### config.mk
export PLATFORM = sky130hd
export DESIGN_NAME = knn_isqrt
export DESIGN_NICKNAME = d
export VERILOG_FILES = /design/src/hdl/knn_pkg.sv /design/src/hdl/knn_isqrt.sv
export SDC_FILE = /design/constraint.sdc
export NUM_CORES = 1
export LEC_CHECK = 0
export BUFFER_PORTS_ARGS = -buffer_cell sky130_fd_sc_hd__buf_2
export CAP_MARGIN = 15
export CELL_PAD_IN_SITES_DETAIL_PLACEMENT = 0
export CELL_PAD_IN_SITES_GLOBAL_PLACEMENT = 1
export CORE_UTILIZATION = 45
export CTS_BUF_LIST = sky130_fd_sc_hd__clkbuf_16
export DETAILED_ROUTE_END_ITERATION = 10
export PLACE_DENSITY_LB_ADDON = 0.25
export SYNTH_ARGS = -nofsm -noshare
export SYNTH_HDL_FRONTEND = slang
export SYNTH_SLANG_ARGS = --single-unit
### constraint.sdc
create_clock -name clk -period 2.7 [get_ports clk]
set_input_delay 0.135 -clock clk [delete_from_list [all_inputs] [get_ports clk]]
set_output_delay 0.135 -clock clk [all_outputs]
set_load 0.005 [all_outputs]
### src/hdl/knn_pkg.sv
// Shared types, codes and helpers for the brute-force k-nearest-neighbor table.
// No dependencies; every other file of the block refers to this package.
package knn_pkg;

  localparam int CAPACITY_DEF     = 64;
  localparam int MAX_FEATURES_DEF = 8;
  localparam int MAX_CLASSES_DEF  = 8;
  localparam int MAX_K_DEF        = 8;

  localparam int ELEM_W    = 3;
  localparam int ELEMS     = 8;
  localparam int DATA_W    = 16;
  localparam int CFG_W     = 4;
  localparam int CFG_IDX_W = 3;
  localparam int CNT4_W    = 4;
  localparam int TERM_W    = 32;
  localparam int ACC_W     = 35;
  localparam int ROOT_W    = 18;
  localparam int DIST_W    = 19;

  localparam logic [DIST_W-1:0] DIST_MAX = 19'd524280;

  localparam logic [CNT4_W-1:0] FEATURE_COUNT_RST  = 4'd8;
  localparam logic [CNT4_W-1:0] CLASS_COUNT_RST    = 4'd1;
  localparam logic [CNT4_W-1:0] NEIGHBOR_COUNT_RST = 4'd5;

  typedef enum logic [1:0] {
    OP_INSERT,
    OP_DELETE,
    OP_QUERY,
    OP_NONE
  } op_t;

  typedef enum logic [2:0] {
    ST_INSERTED,
    ST_DUPLICATE,
    ST_FULL,
    ST_DELETED,
    ST_NOT_FOUND,
    ST_NEIGHBOR
  } status_t;

  typedef enum logic [CFG_IDX_W-1:0] {
    CFG_FEATURE_COUNT,
    CFG_CLASS_COUNT,
    CFG_NEIGHBOR_COUNT,
    CFG_DISTANCE_MODE,
    CFG_REJECT_DUPLICATES
  } cfg_reg_t;

  typedef enum logic [3:0] {
    S_IDLE,
    S_SCAN,
    S_DRAIN,
    S_SQRT,
    S_RANK,
    S_WRITE,
    S_COPY,
    S_COPY_END,
    S_STATUS,
    S_OUT_RD,
    S_OUT_LD,
    S_FINISH
  } state_t;

  function automatic logic [CNT4_W-1:0] clamp_cnt(input logic [CNT4_W-1:0] v,
                                                  input logic [CNT4_W-1:0] hi);
    logic [CNT4_W-1:0] r;
    r = v;
    if (v == '0) r = 4'd1;
    else if (v > hi) r = hi;
    return r;
  endfunction

  function automatic logic [DIST_W-1:0] sat_dist(input logic [ACC_W-1:0] v);
    logic [DIST_W-1:0] r;
    r = v[DIST_W-1:0];
    if (v > ACC_W'(DIST_MAX)) r = DIST_MAX;
    return r;
  endfunction

endpackage

### src/hdl/knn_isqrt.sv
// Iterative integer square root, one result bit per cycle.
// Depends on knn_pkg for the radicand and root widths.
module knn_isqrt (
  input  logic                       clk,
  input  logic                       rst,
  input  logic                       start,
  input  logic [knn_pkg::ACC_W-1:0]  radicand,
  output logic                       busy,
  output logic [knn_pkg::ROOT_W-1:0] root
);

  localparam int RAD_W = 2 * knn_pkg::ROOT_W;
  localparam int REM_W = knn_pkg::ROOT_W + 3;
  localparam int CNT_W = $clog2(knn_pkg::ROOT_W + 1);

  logic [CNT_W-1:0] cnt;
  logic [RAD_W-1:0] x;
  logic [REM_W-1:0] rem;
  logic [REM_W-1:0] rem_sh;
  logic [REM_W-1:0] trial;
  logic             fits;

  always_comb begin
    rem_sh = {rem[REM_W-3:0], x[RAD_W-1 -: 2]};
    trial  = {1'b0, root, 2'b01};
    fits   = rem_sh >= trial;
  end

  always_ff @(posedge clk) begin
    if (rst) begin
      busy <= 1'b0;
      cnt  <= '0;
    end else if (start) begin
      busy <= 1'b1;
      cnt  <= CNT_W'(knn_pkg::ROOT_W);
    end else if (busy) begin
      cnt <= cnt - CNT_W'(1);
      if (cnt == CNT_W'(1)) busy <= 1'b0;
    end
  end

  always_ff @(posedge clk) begin
    if (start) begin
      x    <= RAD_W'(radicand);
      rem  <= '0;
      root <= '0;
    end else if (busy) begin
      x    <= {x[RAD_W-3:0], 2'b00};
      rem  <= fits ? rem_sh - trial : rem_sh;
      root <= {root[knn_pkg::ROOT_W-2:0], fits};
    end
  end

endmodule

==> results of run 1 <==
[worst max-delay path: stages, from the launching register on]
cell and delay (ps):
sky130_fd_sc_hd__dfxtp_2 340, sky130_fd_sc_hd__inv_1 50, sky130_fd_sc_hd__ha_1 320, sky130_fd_sc_hd__nand2_1 90, sky130_fd_sc_hd__o21bai_1 190, sky130_fd_sc_hd__a311o_2 370, sky130_fd_sc_hd__o221ai_4 240, sky130_fd_sc_hd__a211oi_4 120
sky130_fd_sc_hd__buf_6 160, sky130_fd_sc_hd__or3_1 350, sky130_fd_sc_hd__a311oi_1 250
[metal layers]
metal / global-route usage, % / vias to the layer above / share of wire (%)
li1: - / 1671 / -
met1: 25.4 / 1588 / 46
met2: 32.3 / 75 / 48
met3: 4.11 / 13 / 4.2
met4: 7.81 / 0 / 1.6
met5: 0 / - / 0
[final cells by class]
type | count | area share [%]
clock buffers | 9 | 4.37
clock inverters | 7 | 1.53
inverters | 28 | 2.04
multi-input cells | 301 | 43.2
flip-flops and latches | 79 | 37.5
well taps | 129 | 3.13
repair buffers | 73 | 8.22
[per-stage QoR]
step | hold WS, ps | power (W) | utilization (%)
after floorplan | 207 | 0.00358 | -
after global placement | 382 | 0.00424 | 52.0
after detailed placement | 389 | 0.00427 | 52.0
after CTS | 36.5 | 0.00553 | 55.3
after global routing | 62.0 | 0.00603 | 55.8
final | 41.3 | 0.00561 | 55.8
[registers in the layout (all words and copies together), names as in the netlist]
signal  cells
root       18
x          36
busy        1
cnt         5
rem        19
[kinds of logic after synthesis]
family,Yosys count,synth area share (%)
compound gates,88,14.5
flops,79,44.9
simple gates,123,13.5
mux,55,13.7
buf+inv,47,4.42
fa+ha+maj,22,6.39
xor+xnor,13,2.64
[power groups by stage]
stage | logic [W] | registers [W] | clock network (W)
after detailed placement | 0.00270 | 0.00157 | 0
after floorplan | 0.00206 | 0.00152 | 0
after global routing | 0.00313 | 0.00157 | 0.00133
final | 0.00282 | 0.00155 | 0.00124
after CTS | 0.00272 | 0.00155 | 0.00127
after global placement | 0.00268 | 0.00157 | 0
[cell usage in the layout, fill, tap and decap left out, types with 4 or more instances in the layout]
cell type,count
sky130_fd_sc_hd__a211oi_1,9
sky130_fd_sc_hd__a21o_1,7
sky130_fd_sc_hd__a21oi_1,18
sky130_fd_sc_hd__and2_1,5
sky130_fd_sc_hd__buf_2,56
sky130_fd_sc_hd__buf_4,15
sky130_fd_sc_hd__clkbuf_16,9
sky130_fd_sc_hd__dfxtp_1,41
sky130_fd_sc_hd__edfxtp_1,35
sky130_fd_sc_hd__ha_1,20
sky130_fd_sc_hd__inv_1,28
sky130_fd_sc_hd__mux2_2,33
sky130_fd_sc_hd__mux2i_1,22
sky130_fd_sc_hd__nand2_1,31
sky130_fd_sc_hd__nand3_1,4
sky130_fd_sc_hd__nor2_1,48
sky130_fd_sc_hd__nor2b_1,4
sky130_fd_sc_hd__nor3_1,10
sky130_fd_sc_hd__o211ai_1,4
sky130_fd_sc_hd__o21a_1,5
sky130_fd_sc_hd__o21ai_0,17
sky130_fd_sc_hd__xnor2_1,6
sky130_fd_sc_hd__xor2_1,7
[how the worst min path moves through the flow]
stage	end	depth (start not counted)
2_1_floorplan	busy	1
3_3_place_gp	busy	2
3_5_place_dp	busy	2
4_1_cts	busy	2
5_1_grt	cnt[4]	2
6_report	busy	2
==> summary.json, run 1 <==
{
  "timing.hold.worst.class": {"value": "in -> reg"},
  "final_layout_size_suffix_gt1_share": {"value": 27.0, "unit": "%"},
  "pwr-share-clk": {"value": 22.1, "unit": "%"},
  "routed_wl": {"value": 9.06, "unit": "mm"},
  "finalClockSkew": {"value": 8.63, "unit": "ps"},
  "tritoncts": {"value": "done"},
  "power.density_cell_area": {"value": 1090, "unit": "nW/µm²"},
  "regArea": {"value": 1940, "unit": "µm²"},
  "place_ws": {"value": 81.8, "unit": "ps"},
  "dpl-instance-area": {"value": 4800, "unit": "µm²"},
  "leakage": {"value": 2.14, "unit": "nW"},
  "routed_via_density": {"value": 5.35},
  "setup_viol_count_final": {"value": 0},
  "synth.top_cell.area_share": {"value": 24.4, "unit": "%"},
  "timing.setup.tns": {"value": 0, "unit": "ps"},
  "synth-main-ff-cell": {"value": "sky130_fd_sc_hd__dfxtp_1"},
  "row_cnt": {"value": 35},
  "power.share.switching": {"value": 38.8, "unit": "%"},
  "die_h": {"value": 99.8, "unit": "µm"},
  "dp.final_hpwl": {"value": 6.57, "unit": "mm"},
  "overall_fraction_of_global_route_tracks_in_use": {"value": 19.7, "unit": "%"},
  "insertedDiodeCount": {"value": 0},
  "route.vias.total": {"value": 3347},
  "finalWorstPathRequiredPeriod": {"value": 2580, "unit": "ps"},
  "vias_in_the_first_global_route": {"value": 3360},
  "number_of_cell_instances_on_the_worst_register_to_register_path": {"value": 10},
  "net_switching_power": {"value": 0.00218, "unit": "W"},
  "clkLatencyLatePin": {"value": 330, "unit": "ps"},
  "ctsHoldBuffers": {"value": 0},
  "max-clock-path-buffers": {"value": 2},
  "synth_area": {"value": 4310, "unit": "µm²"},
  "synth_edf_count": {"value": 35},
  "io_pins": {"value": 57},
  "clock_sink_count": {"value": 79},
  "worstHoldStart": {"value": "rst"},
  "multi_input_gate_area_in_the_final_layout": {"value": 2230, "unit": "µm²"},
  "initial_antenna_violation_count": {"value": 0},
  "worstPathArrival": {"value": 2810, "unit": "ps"},
  "worst_setup_hold_path_clk_slew": {"value": 60, "unit": "ps"},
  "grt_pass1_wl": {"value": 15.5, "unit": "mm"},
  "fill_cells": {"value": 839},
  "ranking_of_synthesized_cells_by_instance_count": {"value": "49 x sky130_fd_sc_hd__nor2_1, 44 x sky130_fd_sc_hd__dfxtp_1, 35 x sky130_fd_sc_hd__edfxtp_1, 33 x sky130_fd_sc_hd__mux2_2, 31 x sky130_fd_sc_hd__nand2_1"},
  "post_cts_buffers": {"value": 0},
  "die_area": {"value": 9970, "unit": "µm²"},
  "reg2reg_from": {"value": "root[1]"},
  "yosys_warning_total": {"value": 0},
  "async_sr_flop_fraction": {"value": 0, "unit": "%"},
  "globalRoute.totalOverflow": {"value": 0},
  "worst-path-max-fanout": {"value": 14},
  "maxSlewHeadroom": {"value": 54.8, "unit": "%"},
  "htree_levels": {"value": 3},
  "setup_repair_after_global_routing_missed_its_margin": {"value": "false"},
  "route.detailed.drc": {"value": 0},
  "clk_root_buffer_cell": {"value": "sky130_fd_sc_hd__clkbuf_16"},
  "synth_sequential_area_ratio": {"value": 44.9, "unit": "%"},
  "intPower": {"value": 0.00343, "unit": "W"},
  "outcome": {"value": "finished clean"},
  "cts_resized": {"value": 0},
  "place_congestion": {"value": 0.857},
  "grt_start_max_net_pins": {"value": 52},
  "setup.worst_path.start": {"value": "root[1]"},
  "drtIter0Drc": {"value": 86},
  "routed_wire_length_per_instance": {"value": 14.5, "unit": "µm"},
  "post_synth_main_area_contributors": {"value": "sky130_fd_sc_hd__edfxtp_1 24%, sky130_fd_sc_hd__dfxtp_1 20%, sky130_fd_sc_hd__mux2_2 8.6%"},
  "share_seq_of_total_power": {"value": 27.6, "unit": "%"},
  "fmax": {"value": 0.388, "unit": "GHz"},
  "port-buffer-count": {"value": 56},
  "combPwrFrac": {"value": 50.2, "unit": "%"},
  "fin_ws": {"value": 125, "unit": "ps"},
  "cp.required": {"value": 2940, "unit": "ps"},
  "finalInstanceArea": {"value": 5160, "unit": "µm²"},
  "non_filler_instance_count_after_layout": {"value": 626},
  "final-hold-violation-count": {"value": 0},
  "reg2reg_slack": {"value": 120, "unit": "ps"},
  "floorplan.initialDensity": {"value": 46.6, "unit": "%"},
  "synth.most_common_cell": {"value": "sky130_fd_sc_hd__nor2_1"},
  "finalMaxSlewViolations": {"value": 0},
  "critical_path.reg2reg.endpoint": {"value": "rem[13]"},
  "cts_inserted_buffers": {"value": 9},
  "drt-pass1-iter-count": {"value": 4},
  "yosys_register_bits": {"value": 79},
  "tightest_slew": {"value": 675, "unit": "ps"},
  "antenna_left": {"value": 0},
  "layout_worst_path_cycle_share": {"value": 95.4, "unit": "%"},
  "synth.largest_area_cell": {"value": "sky130_fd_sc_hd__edfxtp_1"},
  "worstSetupPathType": {"value": "reg -> reg"},
  "synthCells": {"value": 427},
  "syn2layout_area_growth": {"value": 19.8, "unit": "%"},
  "worst_setup_path_start_kind": {"value": "flop"},
  "max_cap_violation_count": {"value": 0},
  "postSynthNetCount": {"value": 487},
  "die_w": {"value": 99.8, "unit": "µm"},
  "synth_cell_type_count": {"value": 52},
  "numPlacedInstances": {"value": 610},
  "design.core.area": {"value": 9240, "unit": "µm²"},
  "synth_area_per_cell": {"value": 10.1, "unit": "µm²"},
  "num-nets-final": {"value": 552},
  "ir_drop": {"value": 0.000660, "unit": "V"},
  "cp-endpoint": {"value": "rem[13]"},
  "crit_path_end_kind": {"value": "flop"}
}
Note: power is estimated with default switching activity, not from simulation.
==> run 2: changes to the inputs <==
--- a/config.mk
+++ b/config.mk
@@ -13,6 +13,7 @@
 export CTS_BUF_LIST = sky130_fd_sc_hd__clkbuf_16
 export DETAILED_ROUTE_END_ITERATION = 10
 export PLACE_DENSITY_LB_ADDON = 0.25
+export RECOVER_POWER = 50
 export SYNTH_ARGS = -nofsm -noshare
 export SYNTH_HDL_FRONTEND = slang
 export SYNTH_SLANG_ARGS = --single-unit
==> summary.json, run 2 (synthesis results as in run 1) <==
{
  "dp.final_hpwl": {"value": 6.57, "unit": "mm", "change": "unchanged"},
  "leakage": {"value": 2.10, "unit": "nW", "change": "-1.9%"},
  "critical_path.reg2reg.endpoint": {"value": "rem[13]"},
  "clk_root_buffer_cell": {"value": "sky130_fd_sc_hd__clkbuf_16"},
  "cts_inserted_buffers": {"value": 9, "change": "unchanged"},
  "routed_via_density": {"value": 5.35, "change": "about the same"},
  "largest-register": {"value": "x"},
  "io_pins": {"value": 57, "change": "unchanged"},
  "reg2reg_slack": {"value": 120, "unit": "ps", "change": "about the same"},
  "routed_wl": {"value": 9.12, "unit": "mm", "change": "+0.58%"},
  "outcome": {"value": "finished clean"},
  "route.detailed.drc": {"value": 0, "change": "unchanged"},
  "tritoncts": {"value": "done"},
  "ctsHoldBuffers": {"value": 0, "change": "unchanged"},
  "clkLatencyLatePin": {"value": 330, "unit": "ps", "change": "about the same"},
  "dpl-instance-area": {"value": 4800, "unit": "µm²", "change": "unchanged"},
  "grt_pass1_wl": {"value": 15.5, "unit": "mm", "change": "unchanged"},
  "insertedDiodeCount": {"value": 0, "change": "unchanged"},
  "grt_start_max_net_pins": {"value": 52, "change": "unchanged"},
  "clock_sink_count": {"value": 79, "change": "unchanged"},
  "reg_top3": {"value": "x: 36 flops, rem: 19 flops, root: 18 flops"},
  "vias_in_the_first_global_route": {"value": 3360, "change": "unchanged"},
  "ir_drop": {"value": 0.000663, "unit": "V", "change": "+0.48%"},
  "maxSlewHeadroom": {"value": 26.1, "unit": "%", "change": "-29 points"},
  "die_w": {"value": 99.8, "unit": "µm", "change": "unchanged"},
  "cts_resized": {"value": 0, "change": "unchanged"},
  "layout_worst_path_cycle_share": {"value": 95.6, "unit": "%", "change": "+0.21 points"},
  "number_of_flip_flops_under_the_largest_register_name": {"value": 36, "change": "unchanged"},
  "worst_setup_path_start_kind": {"value": "flop"},
  "largest_stage_delay_on_the_critical_path": {"value": 370, "unit": "ps", "change": "about the same"},
  "combPwrFrac": {"value": 50.2, "unit": "%", "change": "about the same"},
  "row_cnt": {"value": 35, "change": "unchanged"},
  "port-buffer-count": {"value": 56, "change": "unchanged"},
  "place_ws": {"value": 81.8, "unit": "ps", "change": "unchanged"},
  "share_seq_of_total_power": {"value": 27.6, "unit": "%", "change": "about the same"},
  "net_switching_power": {"value": 0.00218, "unit": "W", "change": "+0.19%"},
  "tightest_slew": {"value": 1110, "unit": "ps", "change": "+433 ps"},
  "final_common_cell": {"value": "sky130_fd_sc_hd__buf_2"},
  "finalMaxSlewViolations": {"value": 0, "change": "unchanged"},
  "overall_fraction_of_global_route_tracks_in_use": {"value": 19.7, "unit": "%", "change": "unchanged"},
  "total_power_of_the_final_layout": {"value": 0.00561, "unit": "W", "change": "about the same"},
  "globalRoute.totalOverflow": {"value": 0, "change": "unchanged"},
  "crit_path_end_kind": {"value": "flop"},
  "finalWorstPathRequiredPeriod": {"value": 2580, "unit": "ps", "change": "+5.70 ps"},
  "max_cap_violation_count": {"value": 0, "change": "unchanged"},
  "finalClockSkew": {"value": 8.06, "unit": "ps", "change": "-0.564 ps"},
  "routed_wire_length_per_instance": {"value": 14.6, "unit": "µm", "change": "+0.58%"},
  "worstHoldStart": {"value": "rst"},
  "place_congestion": {"value": 0.857, "change": "unchanged"},
  "power.density_cell_area": {"value": 1090, "unit": "nW/µm²", "change": "+0.60%"},
  "pwr-share-clk": {"value": 22.1, "unit": "%", "change": "about the same"},
  "number_of_cell_instances_on_the_worst_register_to_register_path": {"value": 10, "change": "unchanged"},
  "drtIter0Drc": {"value": 87, "change": "+1.2%"},
  "final-hold-violation-count": {"value": 0, "change": "unchanged"},
  "syn2layout_area_growth": {"value": 19.1, "unit": "%"},
  "route.vias.total": {"value": 3348, "change": "+0.030%"},
  "fmax": {"value": 0.387, "unit": "GHz", "change": "-0.22%"},
  "number_of_cells_traversed_by_the_worst_hold_path": {"value": 2, "change": "unchanged"},
  "cp.required": {"value": 2930, "unit": "ps", "change": "about the same"},
  "intPower": {"value": 0.00343, "unit": "W", "change": "about the same"},
  "worstPathArrival": {"value": 2810, "unit": "ps", "change": "about the same"},
  "initial_antenna_violation_count": {"value": 0, "change": "unchanged"},
  "reg2reg_from": {"value": "root[1]"},
  "commonest_cells_after_routing_fill_and_taps_aside": {"value": "49 x sky130_fd_sc_hd__buf_2, 48 x sky130_fd_sc_hd__nor2_1, 42 x sky130_fd_sc_hd__dfxtp_1"},
  "worstSetupPathType": {"value": "reg -> reg"},
  "floorplan.initialDensity": {"value": 46.6, "unit": "%", "change": "unchanged"},
  "worst-path-max-fanout": {"value": 5, "change": "-9"},
  "worstPathCellList": {"value": "inv_1 -> ha_1 -> nand2_1 -> o21bai_1 -> a311o_2 -> buf_4 -> o31ai_1 -> a211oi_1 -> or3_1 -> a311oi_1"},
  "die_area": {"value": 9970, "unit": "µm²", "change": "unchanged"},
  "setup_viol_count_final": {"value": 0, "change": "unchanged"},
  "die_h": {"value": 99.8, "unit": "µm", "change": "unchanged"},
  "timing.hold.worst.class": {"value": "in -> reg"},
  "worst_hold_path.endpoint": {"value": "cnt[4]"},
  "worst_setup_hold_path_clk_slew": {"value": 60, "unit": "ps", "change": "about the same"},
  "num-nets-final": {"value": 552, "change": "unchanged"},
  "max-clock-path-buffers": {"value": 2, "change": "unchanged"},
  "post_cts_buffers": {"value": 0, "change": "unchanged"},
  "fin_ws": {"value": 119, "unit": "ps", "change": "-5.70 ps"},
  "worst_path_max_delay_cell": {"value": "sky130_fd_sc_hd__a311o_2"},
  "antenna_left": {"value": 0, "change": "unchanged"},
  "power.share.switching": {"value": 38.9, "unit": "%", "change": "+0.062 points"},
  "final_layout_size_suffix_gt1_share": {"value": 24.9, "unit": "%", "change": "-2.0 points"},
  "worst_hold_margin": {"value": 45.4, "unit": "ps", "change": "+4.13 ps"},
  "drt-pass1-iter-count": {"value": 4, "change": "unchanged"},
  "design.core.area": {"value": 9240, "unit": "µm²", "change": "unchanged"},
  "finalInstanceArea": {"value": 5130, "unit": "µm²", "change": "-0.56%"},
  "htree_levels": {"value": 3, "change": "unchanged"},
  "setup.worst_path.start": {"value": "root[1]"}
}
-- run 2: cell types whose count changed in the layout (fill, tap and decap cells not counted), sizes merged --
cell | before | now
clkbuf | 9 | 17
buf | 73 | 65
-- run 2: how the worst max path moves through the flow --
stage	end	slack, ps
floorplan	rem[12]	250
global placement	rem[12]	160
detailed placement	rem[13]	80
CTS	rem[13]	60
global route	rem[13]	-9
finish	rem[13]	120
-- run 2: area by class of cell --
cell class / instances / area, µm²
Sequential cell: 79 / 1930
Tap cell: 129 / 161
Inverter: 28 / 105
Fill cell: 846 / 4110
Clock buffer: 9 / 225
Multi-Input combinational cell: 301 / 2230
Clock inverter: 7 / 78.8
Timing Repair Buffer: 73 / 397
-- run 2: layer usage --
layer  routed length, µm  vias to the layer above  track usage, %
met3                 398                       13            4.11
met2                4360                       75            32.3
met5                   0                        -               0
met4                 147                        0            7.81
met1                4210                     1589            25.4
li1                    -                     1671               -
-- run 2: through the flow --
step | setup TNS (ps) | std cells | utilization [%]
after CTS | 0 | 626 | 55.3
final | 0 | 626 | 55.5
after global placement | 0 | 610 | 52.0
after global routing | -9.47 | 626 | 55.5
after detailed placement | 0 | 610 | 52.0
after floorplan | 0 | 427 | -
-- run 2: critical path: cells and delay by family (launching register included) --
kind            cells  cell delay, ps
compound gates      5            1190
simple gates        2             420
flops               1             340
fa+ha+maj           1             320
buf+inv             2             230
-- run 2: power by group through the flow --
stage / registers, W / logic (W) / clock network [W]
finish: 0.00155 / 0.00282 / 0.00124
global route: 0.00157 / 0.00313 / 0.00133
CTS: 0.00155 / 0.00272 / 0.00127
detailed placement: 0.00157 / 0.00270 / 0
global placement: 0.00157 / 0.00268 / 0
floorplan: 0.00152 / 0.00206 / 0
